[src/rtl/itp_pkg.sv]
`timescale 1ns / 1ps

package itp_pkg;

    localparam int STACK_DEPTH = 16;
    localparam int VALUE_WIDTH = 32;

    localparam int KIND_W = 4;
    localparam int ERR_W  = 2;
    localparam int AW     = $clog2(STACK_DEPTH);
    localparam int CNT_W  = $clog2(STACK_DEPTH + 1);
    localparam int PREC_W = 3;
    localparam int NUM_OPS = 5;
    localparam int CFG_IDX_W  = 3;
    localparam int CFG_DATA_W = 5;

    localparam logic [KIND_W-1:0] K_SYMBOL = 4'd2;
    localparam logic [KIND_W-1:0] K_FUNC   = 4'd3;
    localparam logic [KIND_W-1:0] K_ADD    = 4'd4;
    localparam logic [KIND_W-1:0] K_POW    = 4'd8;
    localparam logic [KIND_W-1:0] K_LPAREN = 4'd9;
    localparam logic [KIND_W-1:0] K_RPAREN = 4'd10;
    localparam logic [KIND_W-1:0] K_END    = 4'd11;

    localparam logic [ERR_W-1:0] E_NONE = 2'd0;
    localparam logic [ERR_W-1:0] E_UNK  = 2'd1;
    localparam logic [ERR_W-1:0] E_MISM = 2'd2;
    localparam logic [ERR_W-1:0] E_OVF  = 2'd3;

    localparam logic [CFG_IDX_W-1:0] CFG_PREC_ADD = 3'd0;
    localparam logic [CFG_IDX_W-1:0] CFG_PREC_SUB = 3'd1;
    localparam logic [CFG_IDX_W-1:0] CFG_PREC_MUL = 3'd2;
    localparam logic [CFG_IDX_W-1:0] CFG_PREC_DIV = 3'd3;
    localparam logic [CFG_IDX_W-1:0] CFG_PREC_POW = 3'd4;
    localparam logic [CFG_IDX_W-1:0] CFG_RASSOC   = 3'd5;

    typedef struct packed {
        logic [NUM_OPS-1:0][PREC_W-1:0] prec;
        logic [NUM_OPS-1:0]             rassoc;
    } t_cfg;

    typedef struct packed {
        logic [KIND_W-1:0]      kind;
        logic [VALUE_WIDTH-1:0] value;
    } t_entry;

    typedef struct packed {
        logic [KIND_W-1:0]      kind;
        logic [VALUE_WIDTH-1:0] value;
        logic [ERR_W-1:0]       err;
    } t_res;

    typedef struct packed {
        logic                   we;
        logic [AW-1:0]          waddr;
        t_entry                 wdata;
        logic                   re;
        logic [AW-1:0]          raddr;
    } t_ram_req;

    typedef enum logic [2:0] {
        S_IDLE,
        S_READ,
        S_PUSH,
        S_FUNC,
        S_ERR,
        S_DONE
    } t_state;

    function automatic logic is_op(input logic [KIND_W-1:0] kind);
        return (kind >= K_ADD) && (kind <= K_POW);
    endfunction

    function automatic logic [PREC_W-1:0] prec_of(input t_cfg cfg,
                                                  input logic [KIND_W-1:0] kind);
        logic [KIND_W-1:0] d;
        d = kind - K_ADD;
        if (d < KIND_W'(NUM_OPS)) begin
            return cfg.prec[d[2:0]];
        end
        return '0;
    endfunction

    function automatic logic right_assoc(input t_cfg cfg, input logic [KIND_W-1:0] kind);
        logic [KIND_W-1:0] d;
        d = kind - K_ADD;
        if (d < KIND_W'(NUM_OPS)) begin
            return cfg.rassoc[d[2:0]];
        end
        return 1'b0;
    endfunction

endpackage

[src/rtl/itp_if.sv]
`timescale 1ns / 1ps

interface itp_tok_if;
    logic                                valid;
    logic                                ready;
    logic [itp_pkg::KIND_W-1:0]          token_kind;
    logic [itp_pkg::VALUE_WIDTH-1:0]     token_value;

    modport source (output valid, output token_kind, output token_value, input ready);
    modport sink   (input valid, input token_kind, input token_value, output ready);
endinterface

interface itp_res_if;
    logic                                valid;
    logic                                ready;
    logic [itp_pkg::KIND_W-1:0]          out_kind;
    logic [itp_pkg::VALUE_WIDTH-1:0]     out_value;
    logic                                last_of_run;
    logic [itp_pkg::ERR_W-1:0]           error_code;

    modport source (output valid, output out_kind, output out_value, output last_of_run,
                    output error_code, input ready);
    modport sink   (input valid, input out_kind, input out_value, input last_of_run,
                    input error_code, output ready);
endinterface

[src/rtl/infix_to_postfix_token_reorder_core.sv]
`timescale 1ns / 1ps

// Shunting-yard infix to postfix reorder. Tokens come in on i_tok one transfer at a time and
// leave in postfix order on o_res; last_of_run marks the final result of each input token
// and error_code flags unknown kinds, an unmatched right paren and stack overflow. The operator
// stack lives in a RAM with one registered read port, and only one token is in work at a time.
// Values, unknown kinds, functions, left parens and operators that meet an empty stack are
// handled straight from idle. An operator, right paren or end token on a non-empty stack first
// issues the top read, then examines or pops entries (each pop re-reads the new top), then
// pushes and hands off the final result; a right paren also looks below its left paren when
// entries remain there, and reports the mismatch when it finds no left paren. Output stalls
// hold the steps that emit a result.
// Precedence and associativity are written through i_cfg_we/i_cfg_idx/i_cfg_data; the user
// must write them only while idle, since the block itself does not enforce it.
module infix_to_postfix_token_reorder_core (
    input  logic                            i_clk,
    input  logic                            i_rst_n,
    input  logic                            i_cfg_we,
    input  logic [itp_pkg::CFG_IDX_W-1:0]   i_cfg_idx,
    input  logic [itp_pkg::CFG_DATA_W-1:0]  i_cfg_data,
    itp_tok_if.sink                         i_tok,
    itp_res_if.source                       o_res
);
    import itp_pkg::*;

    t_cfg     r_cfg;
    t_ram_req w_ram_req;
    t_entry   w_ram_rdata;

    always_ff @(posedge i_clk) begin
        if (!i_rst_n) begin
            r_cfg.prec[0] <= PREC_W'(1);
            r_cfg.prec[1] <= PREC_W'(1);
            r_cfg.prec[2] <= PREC_W'(2);
            r_cfg.prec[3] <= PREC_W'(2);
            r_cfg.prec[4] <= PREC_W'(3);
            r_cfg.rassoc  <= NUM_OPS'(16);
        end else if (i_cfg_we) begin
            case (i_cfg_idx)
                CFG_PREC_ADD: r_cfg.prec[0] <= i_cfg_data[PREC_W-1:0];
                CFG_PREC_SUB: r_cfg.prec[1] <= i_cfg_data[PREC_W-1:0];
                CFG_PREC_MUL: r_cfg.prec[2] <= i_cfg_data[PREC_W-1:0];
                CFG_PREC_DIV: r_cfg.prec[3] <= i_cfg_data[PREC_W-1:0];
                CFG_PREC_POW: r_cfg.prec[4] <= i_cfg_data[PREC_W-1:0];
                CFG_RASSOC:   r_cfg.rassoc  <= i_cfg_data[NUM_OPS-1:0];
                default: begin
                end
            endcase
        end
    end

    itp_ram #(
        .WIDTH($bits(t_entry)),
        .DEPTH(STACK_DEPTH)
    ) u_stack (
        .i_clk  (i_clk),
        .i_we   (w_ram_req.we),
        .i_waddr(w_ram_req.waddr),
        .i_wdata(w_ram_req.wdata),
        .i_re   (w_ram_req.re),
        .i_raddr(w_ram_req.raddr),
        .o_rdata(w_ram_rdata)
    );

    itp_ctrl u_ctrl (
        .i_clk      (i_clk),
        .i_rst_n    (i_rst_n),
        .i_cfg      (r_cfg),
        .i_tok      (i_tok),
        .o_res      (o_res),
        .o_ram_req  (w_ram_req),
        .i_ram_rdata(w_ram_rdata)
    );

endmodule

[src/rtl/itp_ram.sv]
`timescale 1ns / 1ps

module itp_ram #(
    parameter int WIDTH = 8,
    parameter int DEPTH = 16
) (
    input  logic                     i_clk,
    input  logic                     i_we,
    input  logic [$clog2(DEPTH)-1:0] i_waddr,
    input  logic [WIDTH-1:0]         i_wdata,
    input  logic                     i_re,
    input  logic [$clog2(DEPTH)-1:0] i_raddr,
    output logic [WIDTH-1:0]         o_rdata
);

    logic [WIDTH-1:0] r_mem [DEPTH];
    logic [WIDTH-1:0] r_rdata;

    always_ff @(posedge i_clk) begin
        if (i_we) begin
            r_mem[i_waddr] <= i_wdata;
        end
        if (i_re) begin
            r_rdata <= r_mem[i_raddr];
        end
    end

    assign o_rdata = r_rdata;

endmodule

[src/rtl/itp_ctrl.sv]
`timescale 1ns / 1ps

module itp_ctrl (
    input  logic              i_clk,
    input  logic              i_rst_n,
    input  itp_pkg::t_cfg     i_cfg,
    itp_tok_if.sink           i_tok,
    itp_res_if.source         o_res,
    output itp_pkg::t_ram_req o_ram_req,
    input  itp_pkg::t_entry   i_ram_rdata
);
    import itp_pkg::*;

    t_state                 r_state, n_state;
    logic [CNT_W-1:0]       r_cnt, n_cnt;
    logic [KIND_W-1:0]      r_kind, n_kind;
    logic [VALUE_WIDTH-1:0] r_value, n_value;
    logic                   r_pend_vld, n_pend_vld;
    t_res                   r_pend, n_pend;
    logic                   r_out_vld, n_out_vld;
    t_res                   r_out, n_out;
    logic                   r_out_last, n_out_last;

    logic             w_out_free;
    logic             w_can_emit;
    logic             w_acc;
    logic             w_full;
    logic             w_pops;
    logic             w_cnt_zero;
    logic             w_dec_zero;
    logic [CNT_W-1:0] w_cnt_dec;
    logic [CNT_W-1:0] w_cnt_dec2;
    logic [KIND_W-1:0] w_in_kind;
    t_entry           w_top;
    t_ram_req         w_ram;

    assign w_out_free = !r_out_vld || o_res.ready;
    assign w_can_emit = !r_pend_vld || w_out_free;
    assign i_tok.ready = (r_state == S_IDLE) && w_out_free;
    assign w_acc      = i_tok.valid && i_tok.ready;
    assign w_in_kind  = i_tok.token_kind;
    assign w_full     = (r_cnt == CNT_W'(STACK_DEPTH));
    assign w_cnt_zero = (r_cnt == '0);
    assign w_cnt_dec  = r_cnt - CNT_W'(1);
    assign w_cnt_dec2 = r_cnt - CNT_W'(2);
    assign w_dec_zero = (w_cnt_dec == '0);
    assign w_top      = i_ram_rdata;
    assign w_pops     = is_op(w_top.kind) &&
                        ((prec_of(i_cfg, w_top.kind) > prec_of(i_cfg, r_kind)) ||
                         ((prec_of(i_cfg, w_top.kind) == prec_of(i_cfg, r_kind)) &&
                          !right_assoc(i_cfg, r_kind)));

    // next state
    always_comb begin
        n_state = r_state;
        case (r_state)
            S_IDLE: begin
                if (w_acc && !w_cnt_zero &&
                    (is_op(w_in_kind) || w_in_kind == K_RPAREN || w_in_kind == K_END)) begin
                    n_state = S_READ;
                end
            end
            S_READ: begin
                if (is_op(r_kind)) begin
                    if (w_pops) begin
                        if (w_can_emit) begin
                            n_state = w_dec_zero ? S_PUSH : S_READ;
                        end
                    end else if (!w_full || w_can_emit) begin
                        n_state = S_DONE;
                    end
                end else if (r_kind == K_RPAREN) begin
                    if (w_top.kind == K_LPAREN) begin
                        n_state = w_dec_zero ? S_DONE : S_FUNC;
                    end else if (w_can_emit) begin
                        n_state = w_dec_zero ? S_ERR : S_READ;
                    end
                end else if (r_kind == K_END) begin
                    if (w_can_emit) begin
                        n_state = w_dec_zero ? S_DONE : S_READ;
                    end
                end else begin
                    n_state = S_DONE;
                end
            end
            S_PUSH: begin
                n_state = S_DONE;
            end
            S_FUNC: begin
                if (w_top.kind != K_FUNC || w_can_emit) begin
                    n_state = S_DONE;
                end
            end
            S_ERR: begin
                if (w_can_emit) begin
                    n_state = S_DONE;
                end
            end
            S_DONE: begin
                if (!r_pend_vld || w_out_free) begin
                    n_state = S_IDLE;
                end
            end
            default: begin
                n_state = S_IDLE;
            end
        endcase
    end

    // datapath and stack access
    always_comb begin
        t_res em;
        logic do_emit;
        logic do_direct;
        logic do_flush;

        em         = '0;
        do_emit    = 1'b0;
        do_direct  = 1'b0;
        do_flush   = 1'b0;
        n_cnt      = r_cnt;
        n_kind     = r_kind;
        n_value    = r_value;
        n_pend_vld = r_pend_vld;
        n_pend     = r_pend;
        n_out_vld  = r_out_vld && !o_res.ready;
        n_out      = r_out;
        n_out_last = r_out_last;
        w_ram      = '0;

        case (r_state)
            S_IDLE: begin
                if (w_acc) begin
                    n_kind  = w_in_kind;
                    n_value = i_tok.token_value;
                    if (w_in_kind <= K_SYMBOL) begin
                        do_direct = 1'b1;
                        em        = '{kind: w_in_kind, value: i_tok.token_value, err: E_NONE};
                    end else if (w_in_kind == K_FUNC || w_in_kind == K_LPAREN ||
                                 (is_op(w_in_kind) && w_cnt_zero)) begin
                        if (w_full) begin
                            do_direct = 1'b1;
                            em = '{kind: w_in_kind, value: i_tok.token_value, err: E_OVF};
                        end else begin
                            w_ram.we    = 1'b1;
                            w_ram.waddr = r_cnt[AW-1:0];
                            w_ram.wdata = '{kind: w_in_kind, value: i_tok.token_value};
                            n_cnt       = r_cnt + CNT_W'(1);
                        end
                    end else if (is_op(w_in_kind) || w_in_kind == K_RPAREN ||
                                 w_in_kind == K_END) begin
                        if (!w_cnt_zero) begin
                            w_ram.re    = 1'b1;
                            w_ram.raddr = w_cnt_dec[AW-1:0];
                        end else if (w_in_kind == K_RPAREN) begin
                            do_direct = 1'b1;
                            em = '{kind: w_in_kind, value: i_tok.token_value, err: E_MISM};
                        end
                    end else begin
                        do_direct = 1'b1;
                        em        = '{kind: w_in_kind, value: i_tok.token_value, err: E_UNK};
                    end
                end
            end
            S_READ: begin
                if (is_op(r_kind)) begin
                    if (w_pops) begin
                        if (w_can_emit) begin
                            do_emit = 1'b1;
                            em      = '{kind: w_top.kind, value: w_top.value, err: E_NONE};
                            n_cnt   = w_cnt_dec;
                            if (!w_dec_zero) begin
                                w_ram.re    = 1'b1;
                                w_ram.raddr = w_cnt_dec2[AW-1:0];
                            end
                        end
                    end else if (w_full) begin
                        if (w_can_emit) begin
                            do_emit = 1'b1;
                            em      = '{kind: r_kind, value: r_value, err: E_OVF};
                        end
                    end else begin
                        w_ram.we    = 1'b1;
                        w_ram.waddr = r_cnt[AW-1:0];
                        w_ram.wdata = '{kind: r_kind, value: r_value};
                        n_cnt       = r_cnt + CNT_W'(1);
                    end
                end else if (r_kind == K_RPAREN) begin
                    if (w_top.kind == K_LPAREN) begin
                        n_cnt = w_cnt_dec;
                        if (!w_dec_zero) begin
                            w_ram.re    = 1'b1;
                            w_ram.raddr = w_cnt_dec2[AW-1:0];
                        end
                    end else if (w_can_emit) begin
                        do_emit = 1'b1;
                        em      = '{kind: w_top.kind, value: w_top.value, err: E_NONE};
                        n_cnt   = w_cnt_dec;
                        if (!w_dec_zero) begin
                            w_ram.re    = 1'b1;
                            w_ram.raddr = w_cnt_dec2[AW-1:0];
                        end
                    end
                end else if (r_kind == K_END) begin
                    if (w_can_emit) begin
                        do_emit = 1'b1;
                        em      = '{kind: w_top.kind, value: w_top.value, err: E_NONE};
                        n_cnt   = w_cnt_dec;
                        if (!w_dec_zero) begin
                            w_ram.re    = 1'b1;
                            w_ram.raddr = w_cnt_dec2[AW-1:0];
                        end
                    end
                end
            end
            S_PUSH: begin
                w_ram.we    = 1'b1;
                w_ram.waddr = r_cnt[AW-1:0];
                w_ram.wdata = '{kind: r_kind, value: r_value};
                n_cnt       = r_cnt + CNT_W'(1);
            end
            S_FUNC: begin
                if (w_top.kind == K_FUNC && w_can_emit) begin
                    do_emit = 1'b1;
                    em      = '{kind: w_top.kind, value: w_top.value, err: E_NONE};
                    n_cnt   = w_cnt_dec;
                end
            end
            S_ERR: begin
                if (w_can_emit) begin
                    do_emit = 1'b1;
                    em      = '{kind: r_kind, value: r_value, err: E_MISM};
                end
            end
            S_DONE: begin
                if (r_pend_vld && w_out_free) begin
                    do_flush = 1'b1;
                end
            end
            default: begin
            end
        endcase

        // results of a run wait in r_pend so the final one can carry last
        if (do_emit) begin
            if (r_pend_vld) begin
                n_out_vld  = 1'b1;
                n_out      = r_pend;
                n_out_last = 1'b0;
            end
            n_pend_vld = 1'b1;
            n_pend     = em;
        end
        if (do_flush) begin
            n_out_vld  = 1'b1;
            n_out      = r_pend;
            n_out_last = 1'b1;
            n_pend_vld = 1'b0;
        end
        if (do_direct) begin
            n_out_vld  = 1'b1;
            n_out      = em;
            n_out_last = 1'b1;
        end
    end

    always_ff @(posedge i_clk) begin
        if (!i_rst_n) begin
            r_state    <= S_IDLE;
            r_cnt      <= '0;
            r_pend_vld <= 1'b0;
            r_out_vld  <= 1'b0;
        end else begin
            r_state    <= n_state;
            r_cnt      <= n_cnt;
            r_pend_vld <= n_pend_vld;
            r_out_vld  <= n_out_vld;
        end
        r_kind     <= n_kind;
        r_value    <= n_value;
        r_pend     <= n_pend;
        r_out      <= n_out;
        r_out_last <= n_out_last;
    end

    assign o_ram_req         = w_ram;
    assign o_res.valid       = r_out_vld;
    assign o_res.out_kind    = r_out.kind;
    assign o_res.out_value   = r_out.value;
    assign o_res.error_code  = r_out.err;
    assign o_res.last_of_run = r_out_last;

    a_cnt_bound: assert property (@(posedge i_clk) disable iff (!i_rst_n)
        r_cnt <= CNT_W'(STACK_DEPTH))
        else $error("stack count beyond depth");

    a_idle_no_pend: assert property (@(posedge i_clk) disable iff (!i_rst_n)
        r_state == S_IDLE |-> !r_pend_vld)
        else $error("pending result left over at idle");

    a_ram_one_access: assert property (@(posedge i_clk) disable iff (!i_rst_n)
        !(w_ram.we && w_ram.re))
        else $error("stack read and write in one cycle");

    a_err_is_last: assert property (@(posedge i_clk) disable iff (!i_rst_n)
        r_out_vld && r_out.err != E_NONE |-> r_out_last)
        else $error("error result not last of its run");

    a_pop_needs_entry: assert property (@(posedge i_clk) disable iff (!i_rst_n)
        (r_state == S_READ || r_state == S_FUNC) |-> !w_cnt_zero)
        else $error("stack top examined on empty stack");

endmodule
[src/flat_wrapper.sv]
// flat-port wrapper written by rule: the top's interface ports become plain ports
module infix_to_postfix_token_reorder_core_flat import itp_pkg::*;
  (i_clk, i_rst_n, i_cfg_we, i_cfg_idx, i_cfg_data, i_tok_valid, i_tok_token_kind, i_tok_token_value, i_tok_ready, o_res_valid, o_res_out_kind, o_res_out_value, o_res_last_of_run, o_res_error_code, o_res_ready);
  itp_tok_if i_tok_i ();
  itp_res_if o_res_i ();
  input  logic i_clk;
  input  logic i_rst_n;
  input  logic i_cfg_we;
  input  logic [itp_pkg::CFG_IDX_W-1:0] i_cfg_idx;
  input  logic [itp_pkg::CFG_DATA_W-1:0] i_cfg_data;
  input wire logic [$bits(i_tok_i.valid)-1:0] i_tok_valid;
  input wire logic [$bits(i_tok_i.token_kind)-1:0] i_tok_token_kind;
  input wire logic [$bits(i_tok_i.token_value)-1:0] i_tok_token_value;
  output wire logic [$bits(i_tok_i.ready)-1:0] i_tok_ready;
  output wire logic [$bits(o_res_i.valid)-1:0] o_res_valid;
  output wire logic [$bits(o_res_i.out_kind)-1:0] o_res_out_kind;
  output wire logic [$bits(o_res_i.out_value)-1:0] o_res_out_value;
  output wire logic [$bits(o_res_i.last_of_run)-1:0] o_res_last_of_run;
  output wire logic [$bits(o_res_i.error_code)-1:0] o_res_error_code;
  input wire logic [$bits(o_res_i.ready)-1:0] o_res_ready;
  assign i_tok_i.valid = i_tok_valid;
  assign i_tok_i.token_kind = i_tok_token_kind;
  assign i_tok_i.token_value = i_tok_token_value;
  assign i_tok_ready = i_tok_i.ready;
  assign o_res_valid = o_res_i.valid;
  assign o_res_out_kind = o_res_i.out_kind;
  assign o_res_out_value = o_res_i.out_value;
  assign o_res_last_of_run = o_res_i.last_of_run;
  assign o_res_error_code = o_res_i.error_code;
  assign o_res_i.ready = o_res_ready;
  infix_to_postfix_token_reorder_core u_core (.i_clk(i_clk), .i_rst_n(i_rst_n), .i_cfg_we(i_cfg_we), .i_cfg_idx(i_cfg_idx), .i_cfg_data(i_cfg_data), .i_tok(i_tok_i), .o_res(o_res_i));
endmodule
[config.mk]
export PLATFORM = sky130hd
export DESIGN_NAME = infix_to_postfix_token_reorder_core_flat
export DESIGN_NICKNAME = d
export VERILOG_FILES = /design/src/rtl/itp_pkg.sv /design/src/rtl/itp_if.sv /design/src/rtl/infix_to_postfix_token_reorder_core.sv /design/src/rtl/itp_ram.sv /design/src/rtl/itp_ctrl.sv /design/src/flat_wrapper.sv
export SDC_FILE = /design/constraint.sdc
export NUM_CORES = 1
export LEC_CHECK = 0
export BUFFER_PORTS_ARGS = -buffer_cell sky130_fd_sc_hd__buf_2
export CAP_MARGIN = 20
export CORE_MARGIN = 3
export CORE_UTILIZATION = 32
export CTS_CLUSTER_DIAMETER = 40
export DETAILED_ROUTE_END_ITERATION = 10
export MAX_ROUTING_LAYER = met4
export PLACE_DENSITY_LB_ADDON = 0.05
export SYNTH_ARGS = -nofsm -noshare
export SYNTH_HDL_FRONTEND = slang
export SYNTH_SLANG_ARGS = --single-unit
export TNS_END_PERCENT = 5
[constraint.sdc]
create_clock -name i_clk -period 7.1 [get_ports i_clk]
set_input_delay 1.065 -clock i_clk [delete_from_list [all_inputs] [get_ports i_clk]]
set_output_delay 1.065 -clock i_clk [all_outputs]
set_load 0.01 [all_outputs]
## Yosys cells after proc, flatten, opt, wreduce, memory -nomap -nowiden

Memory sizes are Yosys's and may differ from the RTL's. A register that Yosys moved wholly into a read port is not among the register bits.
Index checks and enable logic that the tools add are counted.

- Register bits after elaboration: 143
- RAM bits: 576
- Input bits: 49
- Output and inout port bits: 41
- Logic and storage cells: 230
- Memories: 1

- $add $sub $neg: 5
- Magnitude comparators: 12
- Eq/ne operators: 34
- Mux-type cells: 110
- Bitwise gates (word level): 1
- Reduce and logical (&&, ||, !) cells: 48

Memories:

| name | words | width | rd ports | clocked after Yosys merged registers in | write ports | line | source |
|---|---|---|---|---|---|---|---|
| u_core.u_stack.r_mem | 16 | 36 | 1 | 1 | 1 | itp_ram.sv:16 | `logic [WIDTH-1:0] r_mem [DEPTH];` |

Operators by type and width:

| cell | count |
|---|---|
| $mux 38 | 21 |
| $mux 41 | 5 |
| $pmux 38 s4 | 1 |
| $pmux 41 s3 | 1 |
| $mux 5 | 21 |
| $mux 46 | 2 |
| $mux 3 | 22 |
| $mux 1 | 29 |
| $eq 4x4->1 const B | 6 |
| $pmux 5 s4 | 1 |
| $bmux 3 s3 | 2 |
| $pmux 3 s6 | 1 |
| $reduce_and 2->1 | 9 |
| $logic_and 1x1->1 | 13 |
| $eq 3x2->1 const B | 4 |
| $eq 3x3->1 const B | 4 |
| $ge 4x3->1 const B | 3 |
| $le 4x4->1 const B | 3 |
| $ne 2x2->1 const B | 6 |
| $ne 4x4->1 const B | 3 |
| $logic_not 5->1 | 2 |
| $ne 5x5->1 const B | 2 |
| $pmux 5 s2 | 1 |
| $logic_or 1x1->1 | 9 |
| 25 further kinds | 39 |

## Longest topological paths before layout

- Depth after elaboration: 15
- Mapped depth: 21
- Mapped depth without buffers: 16

## Cells and area by module

Synthesis repeated with hierarchy kept, for this count alone.

- Cells, all modules: 1883
- Area total of the unflattened synthesis: 31345.1 µm²

Modules (own cells, without submodules):

| module | instances | cells an instance | area each (µm²) | sequential area each (µm²) |
|---|---|---|---|---|
| itp_ram | 1 | 938 | 22679.3 | 18377.6 |
| itp_ctrl | 1 | 868 | 7830.0 | 3583.4 |
| infix_to_postfix_token_reorder_core | 1 | 77 | 835.8 | 400.4 |

## Worst setup path before layout

OpenSTA, ideal clock, no wires.

- Path type: register to register
- Start: register u_core.u_ctrl.r_kind[1]
- End: register u_core.u_stack.r_rdata[0] (netlist: u_core.u_stack.o_rdata[0]), read port of u_core.u_stack.r_mem, enable pin
- Library setup time: 0.479 ns
- Data arrival time: 5.378 ns
- Data required time: 6.621 ns
- Setup slack: 1.243 ns
- Cell stages (with the launch flop): 14
- Buffers on the path: 4
- Clock period less this slack: 5.857 ns
- Path through: edfxtp_1 > buf_2 > mux4_2 > a21oi_1 > nor2b_1 > ha_1 > nand2b_1 > nand3_1 > a221o_1 > o21a_1 > buf_6 > clkbuf_1 > clkbuf_1 > o21ai_0

RTL lines:

| item | line | source |
|---|---|---|
| start, declared | itp_ctrl.sv:16 | `logic [KIND_W-1:0] r_kind, n_kind;` |
| start signal, assigned | itp_ctrl.sv:279 | `r_kind <= n_kind;` |
| end, declared | itp_ram.sv:17 | `logic [WIDTH-1:0] r_rdata;` |

## Worst setup path after layout

- Start: register u_core.u_stack.r_rdata[32] (netlist: u_core.u_stack.o_rdata[32]), read port of u_core.u_stack.r_mem
- End: memory u_core.u_stack.r_mem[13][30] (netlist name), enable pin

- Cells in the longest elaborated chain, start to end: 14
- Elaborated cells between the ends (all ways): 20
- Classes of those cells: add/sub: 1; order compare: 4; eq/ne: 1; mux: 10; reduce/logical: 4

RTL lines:

| item | line | source |
|---|---|---|
| branches (longest 8 deep; another with $sub 4x3->4) | n/a |  |
| $logic_and 1x1->1 * | itp_ctrl.sv:48 | `assign w_pops = is_op(w_top.kind) &&` |
| $mux 41 * | itp_ctrl.sv:167 | `if (w_pops) begin` |
| $mux 41 * | itp_ctrl.sv:166 | `if (is_op(r_kind)) begin` |
| $pmux 41 s3 * | itp_ctrl.sv:131 | `case (r_state)` |
| $mux 1 | itp_ram.sv:20 | `if (i_we) begin` |
| $mux 1 (implied by the code) | itp_ram.sv:21 | `r_mem[i_waddr] <= i_wdata;` |
| end, declared | itp_ram.sv:16 |  |

Every way passes the cells marked *. The select of a mux whose other input is x is not followed.

==> run metrics <==
maximum clock frequency=about 0.18 GHz; Horiz. Die Dim=327 µm; final setup skew=0.0279 ns; root buffer cell=clkbuf_16; fin. max-slew vios=0; total core area=0.102 mm²; M1 GR Usage=28.9%; Post-synth top flop=edfxtp_1; CTS buffer count=143; CTS sink cnt=755; CP Depth=16; RSZ-0062 raised after global routing=false; pre-CTS WS=1.58 ns; vias per cell=approximately 5.4; Static Leakage=15.3 nW; Final Setup Violations=0; Worst setup endpoint=u_core.u_stack.r_mem[13][30]; arrival time of the worst setup path=just under 6 ns; Seq/Total Area, Yosys=67.8%; cell mode on critical path=o21ai_0; Die Span Y=327 µm; Routed Antenna Nets=0; CP Class=reg2reg; Req. time, crit path=7.44 ns; worst-margin pin slew=1.08 ns; clk_lat worst skew=0.72 ns; initial cell density of the core=32.3%; Max clock buf depth=3; Unique masters post-synth=73; max_cap viols=0; Final Hold Viols=0; Mapped Area=0.0330 mm²; Synth Warn #=0; detailed placement HPWL=~58 mm; WL final=around 110 mm; Crit-path slowest cell=nor2_4; full die area=around 0.11 mm²; vias in the first global route=20,900; Final nets=2,482; CTS clock-pin slew for the worst setup and hold paths=roughly 0.050 ns; Synth Instances=2,306; Simple-Gate Fraction of Synth Area=between 4 and 5%; R2R setup slack=around 1.6 ns; Worst Setup Slack, final=1.59 ns; routing usage on met3=3.79%; met2 Use GR=30.7%; largest net degree at the start of global routing=between 100 and 150; I/O Buffers=89; slew margin rel.=around 28%; initial antenna violation count=3; critical path's top delay family=compound AO/OA/AOI/OAI gates; worst path cell trace=mux2_2 -> a21oi_1 -> o21ai_0 -> nand2_1 -> o21ai_0 -> and2_1 -> ha_1 -> nand3_1 -> a31oi_1 -> o211a_1 -> o21a_4 -> a21boi_0 -> o21a_1 -> nand3b_1 -> nor2_4 -> buf_4; Core Util, Final=between 30% and 40%; Buf/Inv on CP=1; worst hold start=u_core.u_ctrl.o_res.last_of_run; r2r endpoint=u_core.u_stack.r_mem[13][30]; first-pass GRT wire length=about 150 mm; CP Capture Type=flip-flop; post-synth net total=~2,400; Setup crit start kind=flip-flop; crit path from=u_core.u_stack.o_rdata[32]; # rows=~120; post-synthesis compound-gate area fraction=16.3%; GRT overflow=0; Synth Area per Inst=about 14 µm²; Yosys reg bits=755; Hold WC Path Type=reg2reg; I/O pin cnt=90; TritonCTS clock tree=yes; 1st-pass router iterations=6; Post-CTS Setup Bufs=0; R2R Path Start=u_core.u_stack.o_rdata[32]; Sum Neg Setup Slack=0 ns; gp weighted congestion=0.826; drt drc=0; post-synthesis async set-or-reset flop share=0%; fin crit period=5.51 ns; area delta synth->final=21.4%; area share of fa/ha/maj cells after synthesis=0.607%; outcome=completed; fin cells=just under 4,000; worst hold slack=0.487 ns; Peak VDD IR=between 0.2 and 0.3 mV; PD cells=418 mW/mm²; largest family of logic cells by synthesized area=compound AO/OA/AOI/OAI gates; GR peak layer=met2; crit-path max FO=43; htree depth=4; post_cts resized=0; Iter 0 DRT Violations=1,959; Post-Synth XOR/XNOR Area=0.292%; delay of the slowest critical-path stage=slightly below 0.8 ns; ratio of cells with drive above 1 in the final layout=19.7%; Final Cycle Share=between 70 and 80%; Tot GR Track Use=between 20% and 30%; hold_buf cts=0; total number of vias=20,900; multiplexer share of the synthesized area=6.06%; R2R cell count=16; Placed Cells=between 3,000 and 4,000; Post-synth EDFFs=724; drt wl/cell=27.5 µm
==> cells by family (layout without fill, tap and decap cells) <==
group,Yosys count,in the layout
compound gates,679,679
xor+xnor,11,11
fa+ha+maj,16,16
buf+inv,359,586
flops,755,755
mux,173,173
other cells,0,2
simple gates,313,313
==> registers in the layout, indices dropped and copies added, names as in the netlist, 5 cells and up <==
signal	count
u_core.u_ctrl.r_value	32
u_core.u_ctrl.r_cnt	5
u_core.u_stack.o_rdata	36
u_core.u_ctrl.r_pend	38
u_core.r_cfg	20
u_core.u_ctrl.o_res.out_value	32
u_core.u_stack.r_mem	576
==> worst min-delay path by stage <==
stage,to,depth (start not counted),slack (ns)
global placement,u_core.u_ctrl.o_res.last_of_run,1,0.47
CTS,u_core.u_ctrl.o_res.last_of_run,1,0.49
finish,u_core.u_ctrl.o_res.last_of_run,1,0.49
detailed placement,u_core.u_ctrl.o_res.last_of_run,1,0.48
floorplan,u_core.r_cfg[4],2,0.45
global route,u_core.u_ctrl.o_res.last_of_run,1,0.50
==> cells in the final DEF (no fill, tap or decap), drive strengths merged, types with 11 or more instances in the layout <==
master    instances
buf             145
nor3             12
nand2b           13
and3             13
mux2i            95
o211ai          296
ha               16
a21o             41
a221oi           38
mux2             73
clkbuf          160
clkinv           55
a222oi           23
a22o             36
a21oi            36
a211o            40
inv             189
o21ai            25
dfxtp            31
o221ai           11
o211a            75
nor2             65
edfxtp          724
nand2           159
bufinv           18
a22oi            12
clkinvlp         19
==> metrics by stage <==
stage | power [mW] | instance area [µm²]
6_report | 16.7 | 40100
5_1_grt | 17.5 | 40100
4_1_cts | 17.0 | 40100
3_5_place_dp | 10.1 | 35200
3_3_place_gp | 10.0 | 35200
2_1_floorplan | 8.41 | 33000
==> cell type report <==
class                           instances  area (µm²)
Antenna cell                            2        5.00
Clock buffer                          160        3750
Clock inverter                        101        1130
Fill cell                            9499       62000
Inverter                              180         676
Multi-Input combinational cell       1192        9400
Sequential cell                       755       22400
Tap cell                             1368        1710
Timing Repair Buffer                  145        1030
==> cells in the mapped netlist, drive strengths merged (3+ instances only) <==
cell type	instances	area, µm²
nor3	12	76.3
mux2i	95	951
clkbuf	127	477
nor2	65	249
a22o	36	315
a222oi	23	230
a21boi	7	52.6
a21oi	36	184
mux2	73	935
nor2b	8	50.1
a22oi	12	90.1
o31ai	3	22.5
o21ai	25	125
and2	6	37.5
a211oi	4	30.0
xor2	4	35.0
a211o	40	350
nand2	159	597
edfxtp	724	21700
inv	180	676
a221oi	38	333
xnor2	7	61.3
nand3	10	50.1
a21o	41	308
o211a	75	751
nand2b	13	88.8
ha	16	200
nand3b	6	45.0
o211ai	296	2230
a31oi	10	62.6
mux4	5	113
buf	52	348
or3	4	25.0
o21a	6	45.0
o221ai	11	96.3
nor4b	3	32.5
dfxtp	31	621
and3	13	81.3
or3b	4	35.0
==> report_power, final <==
part           internal (mW)  switching (mW)
clock network           4.46            2.34
registers               5.63           0.195
logic                   1.29            2.83
total                   11.4            5.36
==> per-layer routing <==
layer,part of all wire [%],up-vias
met5,0,-
met4,1.5,0
met3,5.9,132
met2,46,653
met1,47,10800
li1,-,9324
Note: power is estimated with default switching activity, not from simulation.
